File: config.mk
export PLATFORM = sky130hd
export DESIGN_NAME = band_filter_round_robin_router
export DESIGN_NICKNAME = d
export VERILOG_FILES = /design/src/hdl/bfrr_pkg.sv /design/src/hdl/bfrr_emit.sv /design/src/hdl/band_filter_round_robin_router.sv
export SDC_FILE = /design/constraint.sdc
export NUM_CORES = 1
export LEC_CHECK = 0
export BUFFER_PORTS_ARGS = -buffer_cell sky130_fd_sc_hd__clkbuf_2
export CORE_UTILIZATION = 55
export DETAILED_ROUTE_END_ITERATION = 7
export PLACE_DENSITY = 0.72
export SLEW_MARGIN = 15
export SYNTH_ARGS = -nofsm -noshare
export SYNTH_HDL_FRONTEND = slang
export SYNTH_SLANG_ARGS = --single-unit
File: constraint.sdc
create_clock -name clk_i -period 8.1 [get_ports clk_i]
set_clock_uncertainty 0.05 [all_clocks]
set_input_delay 0.81 -clock clk_i [delete_from_list [all_inputs] [get_ports clk_i]]
set_output_delay 0.81 -clock clk_i [all_outputs]
set_load 0.02 [all_outputs]
File: src/hdl/bfrr_pkg.sv
// Shared constants and types for the band filter round robin router.
`default_nettype none

package bfrr_pkg;

  // Field widths fixed by the item format.
  localparam int unsigned DATA_W = 32;
  localparam int unsigned DEST_W = 4;
  localparam int unsigned CFG_IDX_W = 3;

  // Default record buffer depth.
  localparam int unsigned MAX_RECORD_WORDS = 8;

  // Largest number of round robin destinations; the destination field caps it at 16.
  localparam int unsigned MAX_OUTPUTS = 16;
  localparam int unsigned OUT_LIMIT = (MAX_OUTPUTS < 16) ? MAX_OUTPUTS : 16;

  // Configuration register indexes.
  localparam logic [CFG_IDX_W-1:0] CFG_RECORD_WORDS = 3'd0;
  localparam logic [CFG_IDX_W-1:0] CFG_KEY_POSITION = 3'd1;
  localparam logic [CFG_IDX_W-1:0] CFG_LOWER_BOUND  = 3'd2;
  localparam logic [CFG_IDX_W-1:0] CFG_UPPER_BOUND  = 3'd3;
  localparam logic [CFG_IDX_W-1:0] CFG_OUTPUT_COUNT = 3'd4;

  // Emitter status seen by the capture side.
  typedef struct packed {
    logic busy;  // a record is held for emission
    logic done;  // its final word leaves the buffer this cycle
  } emit_status_t;

endpackage

`default_nettype wire

File: src/hdl/bfrr_emit.sv
// Emit buffer and output register that replay one passing record word by word.
`default_nettype none

module bfrr_emit #(
  parameter int unsigned MaxRecordWords = bfrr_pkg::MAX_RECORD_WORDS,
  localparam int unsigned IdxW = (MaxRecordWords > 1) ? $clog2(MaxRecordWords) : 1,
  localparam int unsigned LenW = $clog2(MaxRecordWords + 1)
) (
  input  wire logic                                         clk_i,
  input  wire logic                                         rst_ni,
  // Record hand-over from the capture side.
  input  wire logic                                         load_valid_i,
  input  wire logic [LenW-1:0]                              load_len_i,
  input  wire logic [bfrr_pkg::DEST_W-1:0]                  load_dest_i,
  input  wire logic [MaxRecordWords-1:0][bfrr_pkg::DATA_W-1:0] load_words_i,
  output bfrr_pkg::emit_status_t                            status_o,
  // Result stream.
  output logic                                              m_axis_tvalid,
  input  wire logic                                         m_axis_tready,
  output logic [bfrr_pkg::DATA_W-1:0]                       m_axis_tdata,  // out_word
  output logic [bfrr_pkg::DEST_W-1:0]                       m_axis_tuser,  // destination
  output logic                                              m_axis_tlast   // last_word
);
  import bfrr_pkg::*;

  logic [DATA_W-1:0] emit_buf_q [MaxRecordWords];
  logic              emit_busy_q;
  logic [IdxW-1:0]   emit_idx_q;
  logic [LenW-1:0]   emit_len_q;
  logic [DEST_W-1:0] emit_dest_q;

  logic              out_valid_q;
  logic [DATA_W-1:0] out_data_q;
  logic [DEST_W-1:0] out_dest_q;
  logic              out_last_q;

  logic out_free;
  logic push;
  logic last_push;

  // A word moves into the output register when it is empty or being taken.
  assign out_free  = !out_valid_q || m_axis_tready;
  assign push      = emit_busy_q && out_free;
  assign last_push = push && ((LenW'(emit_idx_q) + LenW'(1)) == emit_len_q);

  assign status_o.busy = emit_busy_q;
  assign status_o.done = last_push;

  // Record storage for replay; payload needs no reset.
  always_ff @(posedge clk_i) begin
    if (load_valid_i) begin
      for (int i = 0; i < int'(MaxRecordWords); i++) begin
        emit_buf_q[i] <= load_words_i[i];
      end
      emit_len_q  <= load_len_i;
      emit_dest_q <= load_dest_i;
    end
  end

  // Replay sequencing.
  always_ff @(posedge clk_i or negedge rst_ni) begin
    if (!rst_ni) begin
      emit_busy_q <= 1'b0;
      emit_idx_q  <= '0;
    end else if (load_valid_i) begin
      emit_busy_q <= 1'b1;
      emit_idx_q  <= '0;
    end else if (last_push) begin
      emit_busy_q <= 1'b0;
      emit_idx_q  <= '0;
    end else if (push) begin
      emit_idx_q <= emit_idx_q + IdxW'(1);
    end
  end

  // Output register control.
  always_ff @(posedge clk_i or negedge rst_ni) begin
    if (!rst_ni) begin
      out_valid_q <= 1'b0;
    end else if (push) begin
      out_valid_q <= 1'b1;
    end else if (m_axis_tready) begin
      out_valid_q <= 1'b0;
    end
  end

  // Output register payload.
  always_ff @(posedge clk_i) begin
    if (push) begin
      out_data_q <= emit_buf_q[emit_idx_q];
      out_dest_q <= emit_dest_q;
      out_last_q <= last_push;
    end
  end

  assign m_axis_tvalid = out_valid_q;
  assign m_axis_tdata  = out_data_q;
  assign m_axis_tuser  = out_dest_q;
  assign m_axis_tlast  = out_last_q;

endmodule

`default_nettype wire

File: src/hdl/band_filter_round_robin_router.sv
// Top level of the band filter round robin router: record capture, key test and routing.
//
//  Channel  Direction  Handshake                     Payload
//  s_axis   in         s_axis_tvalid/s_axis_tready   tdata[31:0] word
//  m_axis   out        m_axis_tvalid/m_axis_tready   tdata[31:0] out_word, tuser[3:0]
//                                                    destination, tlast last_word
//  cfg      in         cfg_valid_i/cfg_ready_o       cfg_index_i, cfg_data_i
//
// One input word is taken per cycle. A passing record is copied into the emit
// buffer on its last word and leaves one word per cycle unless output backpressure
// holds it, while the next record is being captured. The input stalls only on the
// last word of a record while the previous record is still being replayed. Output
// backpressure holds the output register; configuration writes are always taken.
// Reset clears control state and loads the register reset values.
`default_nettype none

module band_filter_round_robin_router #(
  parameter int unsigned MaxRecordWords = bfrr_pkg::MAX_RECORD_WORDS
) (
  input  wire logic                            clk_i,
  input  wire logic                            rst_ni,
  // Configuration writes.
  input  wire logic                            cfg_valid_i,
  output logic                                 cfg_ready_o,
  input  wire logic [bfrr_pkg::CFG_IDX_W-1:0]  cfg_index_i,
  input  wire logic [bfrr_pkg::DATA_W-1:0]     cfg_data_i,
  // Word stream in.
  input  wire logic                            s_axis_tvalid,
  output logic                                 s_axis_tready,
  input  wire logic [bfrr_pkg::DATA_W-1:0]     s_axis_tdata,  // word
  // Routed records out.
  output logic                                 m_axis_tvalid,
  input  wire logic                            m_axis_tready,
  output logic [bfrr_pkg::DATA_W-1:0]          m_axis_tdata,  // out_word
  output logic [bfrr_pkg::DEST_W-1:0]          m_axis_tuser,  // destination
  output logic                                 m_axis_tlast   // last_word
);
  import bfrr_pkg::*;

  localparam int unsigned IdxW = (MaxRecordWords > 1) ? $clog2(MaxRecordWords) : 1;
  localparam int unsigned LenW = $clog2(MaxRecordWords + 1);

  // Configuration registers.
  logic [3:0]               record_words_q;
  logic [2:0]               key_position_q;
  logic signed [DATA_W-1:0] lower_bound_q;
  logic signed [DATA_W-1:0] upper_bound_q;
  logic [4:0]               output_count_q;

  // Capture state.
  logic [DATA_W-1:0] cap_q [MaxRecordWords];
  logic [IdxW-1:0]   word_index_q;
  logic [DEST_W-1:0] next_dest_q;

  logic                                   cfg_write;
  logic                                   len_write;
  logic                                   accept;
  logic [LenW-1:0]                        eff_len;
  logic [4:0]                             eff_outs;
  logic [IdxW-1:0]                        idx_eff;
  logic                                   rec_end;
  logic [IdxW-1:0]                        key_idx;
  logic                                   key_in_record;
  logic signed [DATA_W-1:0]               key_word;
  logic                                   in_band;
  logic                                   load_valid;
  logic [DEST_W-1:0]                      dest_now;
  logic [4:0]                             dest_inc;
  logic [DEST_W-1:0]                      dest_after;
  logic [MaxRecordWords-1:0][DATA_W-1:0]  load_words;
  emit_status_t                           emit_status;

  assign cfg_ready_o = 1'b1;
  assign cfg_write   = cfg_valid_i && cfg_ready_o;
  assign len_write   = cfg_write && (cfg_index_i == CFG_RECORD_WORDS);

  // Register file writes.
  always_ff @(posedge clk_i or negedge rst_ni) begin
    if (!rst_ni) begin
      record_words_q <= 4'd3;
      key_position_q <= 3'd0;
      lower_bound_q  <= {1'b1, {(DATA_W-1){1'b0}}};
      upper_bound_q  <= {1'b0, {(DATA_W-1){1'b1}}};
      output_count_q <= 5'd1;
    end else if (cfg_write) begin
      unique case (cfg_index_i)
        CFG_RECORD_WORDS: record_words_q <= cfg_data_i[3:0];
        CFG_KEY_POSITION: key_position_q <= cfg_data_i[2:0];
        CFG_LOWER_BOUND:  lower_bound_q  <= cfg_data_i;
        CFG_UPPER_BOUND:  upper_bound_q  <= cfg_data_i;
        CFG_OUTPUT_COUNT: output_count_q <= cfg_data_i[4:0];
        default: ;
      endcase
    end
  end

  // Effective record length and destination count after clamping.
  always_comb begin
    if (record_words_q == 4'd0) begin
      eff_len = LenW'(1);
    end else if (32'(record_words_q) > 32'(MaxRecordWords)) begin
      eff_len = LenW'(MaxRecordWords);
    end else begin
      eff_len = LenW'(record_words_q);
    end
    if (output_count_q == 5'd0) begin
      eff_outs = 5'd1;
    end else if (32'(output_count_q) > 32'(OUT_LIMIT)) begin
      eff_outs = 5'(OUT_LIMIT);
    end else begin
      eff_outs = output_count_q;
    end
  end

  // Position of the incoming word and end-of-record detection.
  assign idx_eff = (LenW'(word_index_q) >= eff_len) ? '0 : word_index_q;
  assign rec_end = (LenW'(idx_eff) + LenW'(1)) == eff_len;

  // The last word of a record waits while the previous record is still replayed.
  assign s_axis_tready = !(rec_end && emit_status.busy && !emit_status.done);
  assign accept        = s_axis_tvalid && s_axis_tready;

  // Key test; the key may be the word arriving right now.
  assign key_idx       = IdxW'(key_position_q);
  assign key_in_record = 32'(key_position_q) < 32'(eff_len);
  assign key_word      = (key_idx == idx_eff) ? s_axis_tdata : cap_q[key_idx];
  assign in_band       = (lower_bound_q < key_word) && (key_word < upper_bound_q);
  assign load_valid    = accept && rec_end && key_in_record && in_band;

  // Round robin destination, restarting when the count was lowered.
  assign dest_now   = ({1'b0, next_dest_q} >= eff_outs) ? '0 : next_dest_q;
  assign dest_inc   = {1'b0, dest_now} + 5'd1;
  assign dest_after = (dest_inc >= eff_outs) ? '0 : dest_inc[DEST_W-1:0];

  // Record image handed to the emitter, including the word arriving now.
  always_comb begin
    for (int i = 0; i < int'(MaxRecordWords); i++) begin
      load_words[i] = (IdxW'(i) == idx_eff) ? s_axis_tdata : cap_q[i];
    end
  end

  // Capture buffer; payload needs no reset.
  always_ff @(posedge clk_i) begin
    if (accept) begin
      cap_q[idx_eff] <= s_axis_tdata;
    end
  end

  // Word position and destination counter.
  always_ff @(posedge clk_i or negedge rst_ni) begin
    if (!rst_ni) begin
      word_index_q <= '0;
      next_dest_q  <= '0;
    end else begin
      if (len_write || (accept && rec_end)) begin
        word_index_q <= '0;
      end else if (accept) begin
        word_index_q <= idx_eff + IdxW'(1);
      end
      if (load_valid) begin
        next_dest_q <= dest_after;
      end
    end
  end

  bfrr_emit #(
    .MaxRecordWords(MaxRecordWords)
  ) u_emit (
    .clk_i        (clk_i),
    .rst_ni       (rst_ni),
    .load_valid_i (load_valid),
    .load_len_i   (eff_len),
    .load_dest_i  (dest_now),
    .load_words_i (load_words),
    .status_o     (emit_status),
    .m_axis_tvalid(m_axis_tvalid),
    .m_axis_tready(m_axis_tready),
    .m_axis_tdata (m_axis_tdata),
    .m_axis_tuser (m_axis_tuser),
    .m_axis_tlast (m_axis_tlast)
  );

  // A new record never overwrites one that is still being replayed.
  assert property (@(posedge clk_i) disable iff (!rst_ni)
    load_valid |-> (!emit_status.busy || emit_status.done))
    else $error("record loaded over a busy emit buffer");

  // The word position always stays inside the current record.
  assert property (@(posedge clk_i) disable iff (!rst_ni)
    LenW'(word_index_q) < eff_len)
    else $error("word position beyond record length");

  // A record length write restarts the record.
  assert property (@(posedge clk_i) disable iff (!rst_ni)
    len_write |=> (word_index_q == '0))
    else $error("record length write did not restart the record");

  // The destination counter moves only for a passing record.
  assert property (@(posedge clk_i) disable iff (!rst_ni)
    !load_valid |=> $stable(next_dest_q))
    else $error("destination advanced without a passing record");

endmodule

`default_nettype wire
* Yosys cells after proc, flatten, opt, wreduce, memory -nomap -nowiden
Memory sizes are Yosys's and may differ from the RTL's. A register that Yosys moved wholly into a read port is not among the register bits. Index checks and enable logic that the tools add are counted.
Storage, ports and cells: memories 2, word-level logic and storage cells 100, register bits 101, memory bits (writable) 512, input port bits 72
Cells by class: $add $sub $neg 5, magnitude comparators 8, multiplexer cells 29, equal/unequal tests 14, reduce and logical (&&, ||, !) cells 28
Memory list:
- cap_q | depth 8, width 32, rd ports 9, clocked after Yosys merged registers in 0, write ports 1, RTL line band_filter_round_robin_router.sv:51 | logic [DATA_W-1:0] cap_q [MaxRecordWords];
- u_emit.emit_buf_q | depth 8, width 32, rd ports 1, clocked after Yosys merged registers in 1, write ports 8, RTL line bfrr_emit.sv:26 | logic [DATA_W-1:0] emit_buf_q [MaxRecordWords];
Operator list (count):
- two-way mux 32 bit | 9
- less-than comparator 32 bit | 2
- two-way mux 3 bit | 6
- two-way mux 4 bit | 4
- equality test 3 bit (first input constant) | 4
- logical AND 1 bit | 10
- two-way mux 5 bit | 2
- AND reduction 2 bit | 5
- adder 3 x 1 -> 4 bit (second input constant) | 2
- equality test 4 bit | 2
- two-way mux 1 bit | 8
- adder 3 x 1 -> 3 bit (second input constant) | 2
- equality test 2 x 3 -> 1 bit (first input constant) | 2
- equality test 3 x 2 -> 1 bit (second input constant) | 2
- zero test 3 bit | 2
- nonzero test 2 bit | 3
- adder 4 x 1 -> 5 bit (second input constant) | 1
- greater-or-equal comparator 4 x 5 -> 1 bit | 1
- greater-or-equal comparator 5 bit | 1
- > comparator 5 bit (second input constant) | 1
- zero test 5 bit | 1
- greater-or-equal comparator 3 x 4 -> 1 bit | 1
- > comparator 4 bit (second input constant) | 1
- zero test 4 bit | 1
- 8 further kinds | 11

* Logic depth before layout (Yosys ltp)
depth after elaboration 16, mapped depth 24, depth with buffers taken out 21

* Modules after synthesis
A second synthesis with hierarchy kept.
Unflattened totals: cells, all modules 1692, area total of the unflattened synthesis 29942.5 sq um
Modules (own cells, without submodules):
- band_filter_round_robin_router | cells an instance 1240, area an instance 18596.6 sq um, times used 1
- bfrr_emit | cells an instance 452, area an instance 11345.9 sq um, times used 1

* Worst setup path after synthesis
No wires, ideal clock.
path kind register -> register, from reg record_words_q[1], to reg next_dest_q[0], stages on the path, launching flop included 22, library setup time 0.280 ns, period minus slack after synthesis 7.542 ns, arrival 7.213 ns, required time 7.770 ns, setup slack 0.558 ns, cell sequence dfstp_2 > nor2_1 > o21ai_0 > inv_1 > ha_1 > nor2b_1 > o21a_1 > nor4_1 > o311ai_2 > buf_4 > clkbuf_1 > a21oi_1 > ha_1 > nand4_1 > nor4_1 > a21o_1 > a41o_1 > mux2i_1 > o31a_1 > nand4_2 > inv_2 > mux2i_1
Between the ends: longest elaborated chain between the ends 14
RTL lines:
- start, declared | RTL line band_filter_round_robin_router.sv:44 | logic [3:0] record_words_q;
- start signal, assigned | RTL line band_filter_round_robin_router.sv:87 | CFG_RECORD_WORDS: record_words_q <= cfg_data_i[3:0];
- > comparator 4 bit | RTL line band_filter_round_robin_router.sv:101 | end else if (32'(record_words_q) > 32'(MaxRecordWords)) begin
- two-way mux 4 bit | RTL line band_filter_round_robin_router.sv:101
- two-way mux 4 bit * | RTL line band_filter_round_robin_router.sv:99 | if (record_words_q == 4'd0) begin
- named net eff_len[0] | RTL line band_filter_round_robin_router.sv:58 | logic [LenW-1:0] eff_len;
- branches (longest 10 deep; another with less-than comparator 32 bit)
- logical AND 1 bit * | RTL line band_filter_round_robin_router.sv:128 | assign load_valid = accept && rec_end && key_in_record && in_band;
- named net load_valid | RTL line band_filter_round_robin_router.sv:66 | logic load_valid;
- end signal, assigned | RTL line band_filter_round_robin_router.sv:161 | next_dest_q <= dest_after;
- end, declared | RTL line band_filter_round_robin_router.sv:53 | logic [DEST_W-1:0] next_dest_q;
Mark *: on every way through the listed nets, which the timed path passes. A chain may end at the register's enable or synchronous reset.

==> results.md <==
* Status: complete, but fails checks
* Failing checks: design-rule violations
* Internal power at 7.75 mW
* Die area at 54800 um2
* Fin. Hold Viols at 0
* Post-synth cell types at 56
* Final-stage net count at 2007
* Antenna-violating nets left at 0
* Combinational Power Share at 0.338
* Clock-pin slew on the worst setup and hold paths at 60 ps
* Actual slew at the worst max-slew pin at 1120 ps
* Fill cell count at 3712
* Gr usage total at 0.273
* Rows at 84
* PD cells at 348 nW/um2
* DRT iter0 DRCs at 1305
* TritonCTS Buffers at 68
* Most frequent cells in the layout: edfxtp_1, mux2_2, mux4_2
* Leak pwr at 11.8 nW
* CP Capture Type: register
* Mapped Nets at 1876
* Routed WL per cell at 28.0 um
* Top_reg_cell synth: edfxtp_1
* Headroom to the max-slew limit at 0.255
* Hold Worst Slack at 382 ps
* Max cap viols at 0
* TritonRoute pass-1 iters at 8
* CP Max Fanout at 89
* Top post-synthesis cells by area: edfxtp_1, mux2_2, mux4_2
* Num Clock Sinks at 645
* # DRC at 6
* Final core utilization at 0.630
* Worst vdd ir at 256 uV
* Clock Path Buffers at 3
* Clock Latency Late Sink at 610 ps
* Post-DP Area at 31100 um2
* RePlAce Congestion at 0.901
* Pre-CTS setup slack at 1640 ps
* Ports at 112
* Worst min path class: reg2reg
* CTS Root Cell: clkbuf_16
* RSZ-0062 raised after global routing: no
* Synth Area per Inst at 17.2 um2
* Postcts setup bufs at 0
* Initial core utilization at 0.561
* Final period util at 0.813
* PortBufs at 110
* Design area at 33300 um2
* PnR worst setup slack at 1520 ps
* #FFs+latches synth at 645
* Vias in the first global route at 16.7k
* Share of layout cells above drive strength 1 at 0.420
* Die outline height at 234 um
* H-tree levels at 3
* CTS tree: done
* Crit start category: register
* Via count at 16.1k
* Post-synth EDFFs at 557
* Core Area at 52900 um2
* Clock power frac at 0.264
* Yosys top cell by area: edfxtp_1
* Top cell type's share of synthesized area at 0.564
* Synth Cell Area at 29600 um2
* Final WL at 72.5 mm
* Ys Warns at 0
* Drt via density at 6.22
* Post-detail-place hpwl at 43.1 mm
* Async SR Flop Fraction at 0.136
* Area Growth Syn to Fin at 12.3%
* Min Tclk post-route at 6580 ps
* Setup TNS at 0 ps
* F_max at 0.152 GHz
* Max-slew violations at 0
* Commonest non-fill, non-tap cell in the layout: edfxtp_1
* DIE WIDTH at 234 um
* Critical path data arrival time at 6750 ps
* Largest net degree at the start of global routing at 96
* Sw Share at 0.331
* Setup violators final at 0
* WP data required at 8270 ps
* GR Overflow Total at 0
* First-pass GRT wire length at 107 mm
* Psw at 3.83 mW
* Post-synthesis sequential area ratio at 0.640
* Synth Instances at 1720
* Critical setup path kind: reg2reg
* Seq pwr share at 0.398
* Initial antenna violation count at 7
[per-layer routing]
| layer | GRT usage | wire length, um | share of wire | up-vias |
|---|---|---|---|---|
| met1 | 0.361 | 29400 | 0.41 | 8340 |
| met2 | 0.453 | 35800 | 0.49 | 560 |
| met5 | 0 | 48 | 0.00066 | - |
| met3 | 0.0533 | 4740 | 0.065 | 148 |
| li1 | - | - | - | 7060 |
| met4 | 0.0954 | 2500 | 0.034 | 6 |
[power groups by stage]
stage | logic, mW | clock network [mW] | registers (mW)
after floorplan | 2.73 | 0 | 4.55
final | 3.91 | 3.05 | 4.61
after global placement | 3.84 | 0 | 4.65
after CTS | 3.92 | 3.10 | 4.61
after global routing | 4.23 | 3.21 | 4.66
after detailed placement | 3.89 | 0 | 4.68
[flip-flops by register name, indices dropped and copies added (netlist names)]
name and cells:
cap_q 256, key_idx 3, lower_bound_q 32, next_dest_q 4, output_count_q 5, record_words_q 4
u_emit.emit_buf_q 256, u_emit.emit_busy_q 1, u_emit.emit_dest_q 4, u_emit.emit_idx_q 3, u_emit.emit_len_q 4, u_emit.m_axis_tdata 32
u_emit.m_axis_tlast 1, u_emit.m_axis_tuser 4, u_emit.m_axis_tvalid 1, upper_bound_q 32, word_index_q 3
[cells by family after synthesis]
| kind of cell | share of synthesized area |
|---|---|
| multiplexers | 0.248 |
| AND/OR/NAND/NOR | 0.0273 |
| other | 0.000126 |
| flip-flops | 0.640 |
| buffers and inverters | 0.0225 |
| adder cells (fa/ha/maj) | 0.0354 |
| XOR/XNOR | 0.00295 |
| AO/OA/AOI/OAI | 0.0243 |
[final timing paths]
path | startpoint | end | slack (ps) | cells past startpoint
max in group asynchronous | rst_ni | key_idx[0] | 6110 | 3
max | record_words_q[1] | u_emit.emit_buf_q[3][0] | 1520 | 22
min reg2reg | u_emit.emit_dest_q[3] | u_emit.m_axis_tuser[3] | 380 | 0
min | u_emit.emit_dest_q[3] | u_emit.m_axis_tuser[3] | 380 | 0
min in group asynchronous | rst_ni | output_count_q[2] | 540 | 2
max reg2reg | record_words_q[1] | u_emit.emit_buf_q[3][0] | 1520 | 22
[synth_stat cells, types with 5 or more instances]
master	count
a21o_1	6
a21oi_1	58
and3_1	5
buf_1	34
buf_2	13
buf_4	5
clkbuf_1	33
dfrtp_1	53
dfstp_2	35
edfxtp_1	557
ha_1	84
inv_1	82
mux2_2	363
mux2i_1	37
mux4_2	128
nand2_1	40
nand2b_1	8
nand3_1	12
nand4_1	11
nor2_1	54
nor2b_1	5
nor3_1	14
nor4_1	6
o21ai_0	17
xnor2_1	6
[critical path, cell delays in order, from the launching register on]
cell and delay (ps):
dfstp_2 560, nor2_1 50, o21ai_0 300, inv_1 130
ha_1 290, nor2b_1 220, o21a_1 210, nor4_1 80
o311ai_4 290, buf_4 600, nor2_1 90, a21oi_1 250
inv_1 70, ha_1 300, nand4_1 160, nor3_1 530
o211ai_1 220, a311oi_1 410, nor4_1 130, nand2_1 130
nand4_2 190, inv_8 370, buf_12 410
[cell type report]
type	instances	area (um2)	share of cell area
Multi-Input combinational cell	907	10100	0.304
Sequential cell	645	19000	0.570
Tap cell	688	861	0.0259
Clock inverter	34	297	0.00891
Timing Repair Buffer	146	863	0.0259
Antenna cell	2	5.00	0.000150
Inverter	83	319	0.00958
Clock buffer	87	1860	0.0558
[timing repair]
item / 4_1_cts / 5_1_grt
endpoints found under the hold margin: 7 / 0
gates resized for setup: 0 / 0
endpoints found under the setup margin: 0 / 0
hold buffers: 1 / 0
[stage by stage]
step | cells | total power, mW
3_5_place_dp | 2468 | 8.56
2_1_floorplan | 1720 | 7.28
4_1_cts | 2590 | 11.6
3_3_place_gp | 2468 | 8.49
6_report | 2592 | 11.6
5_1_grt | 2591 | 12.1
(Power assumes the default switching activity.)
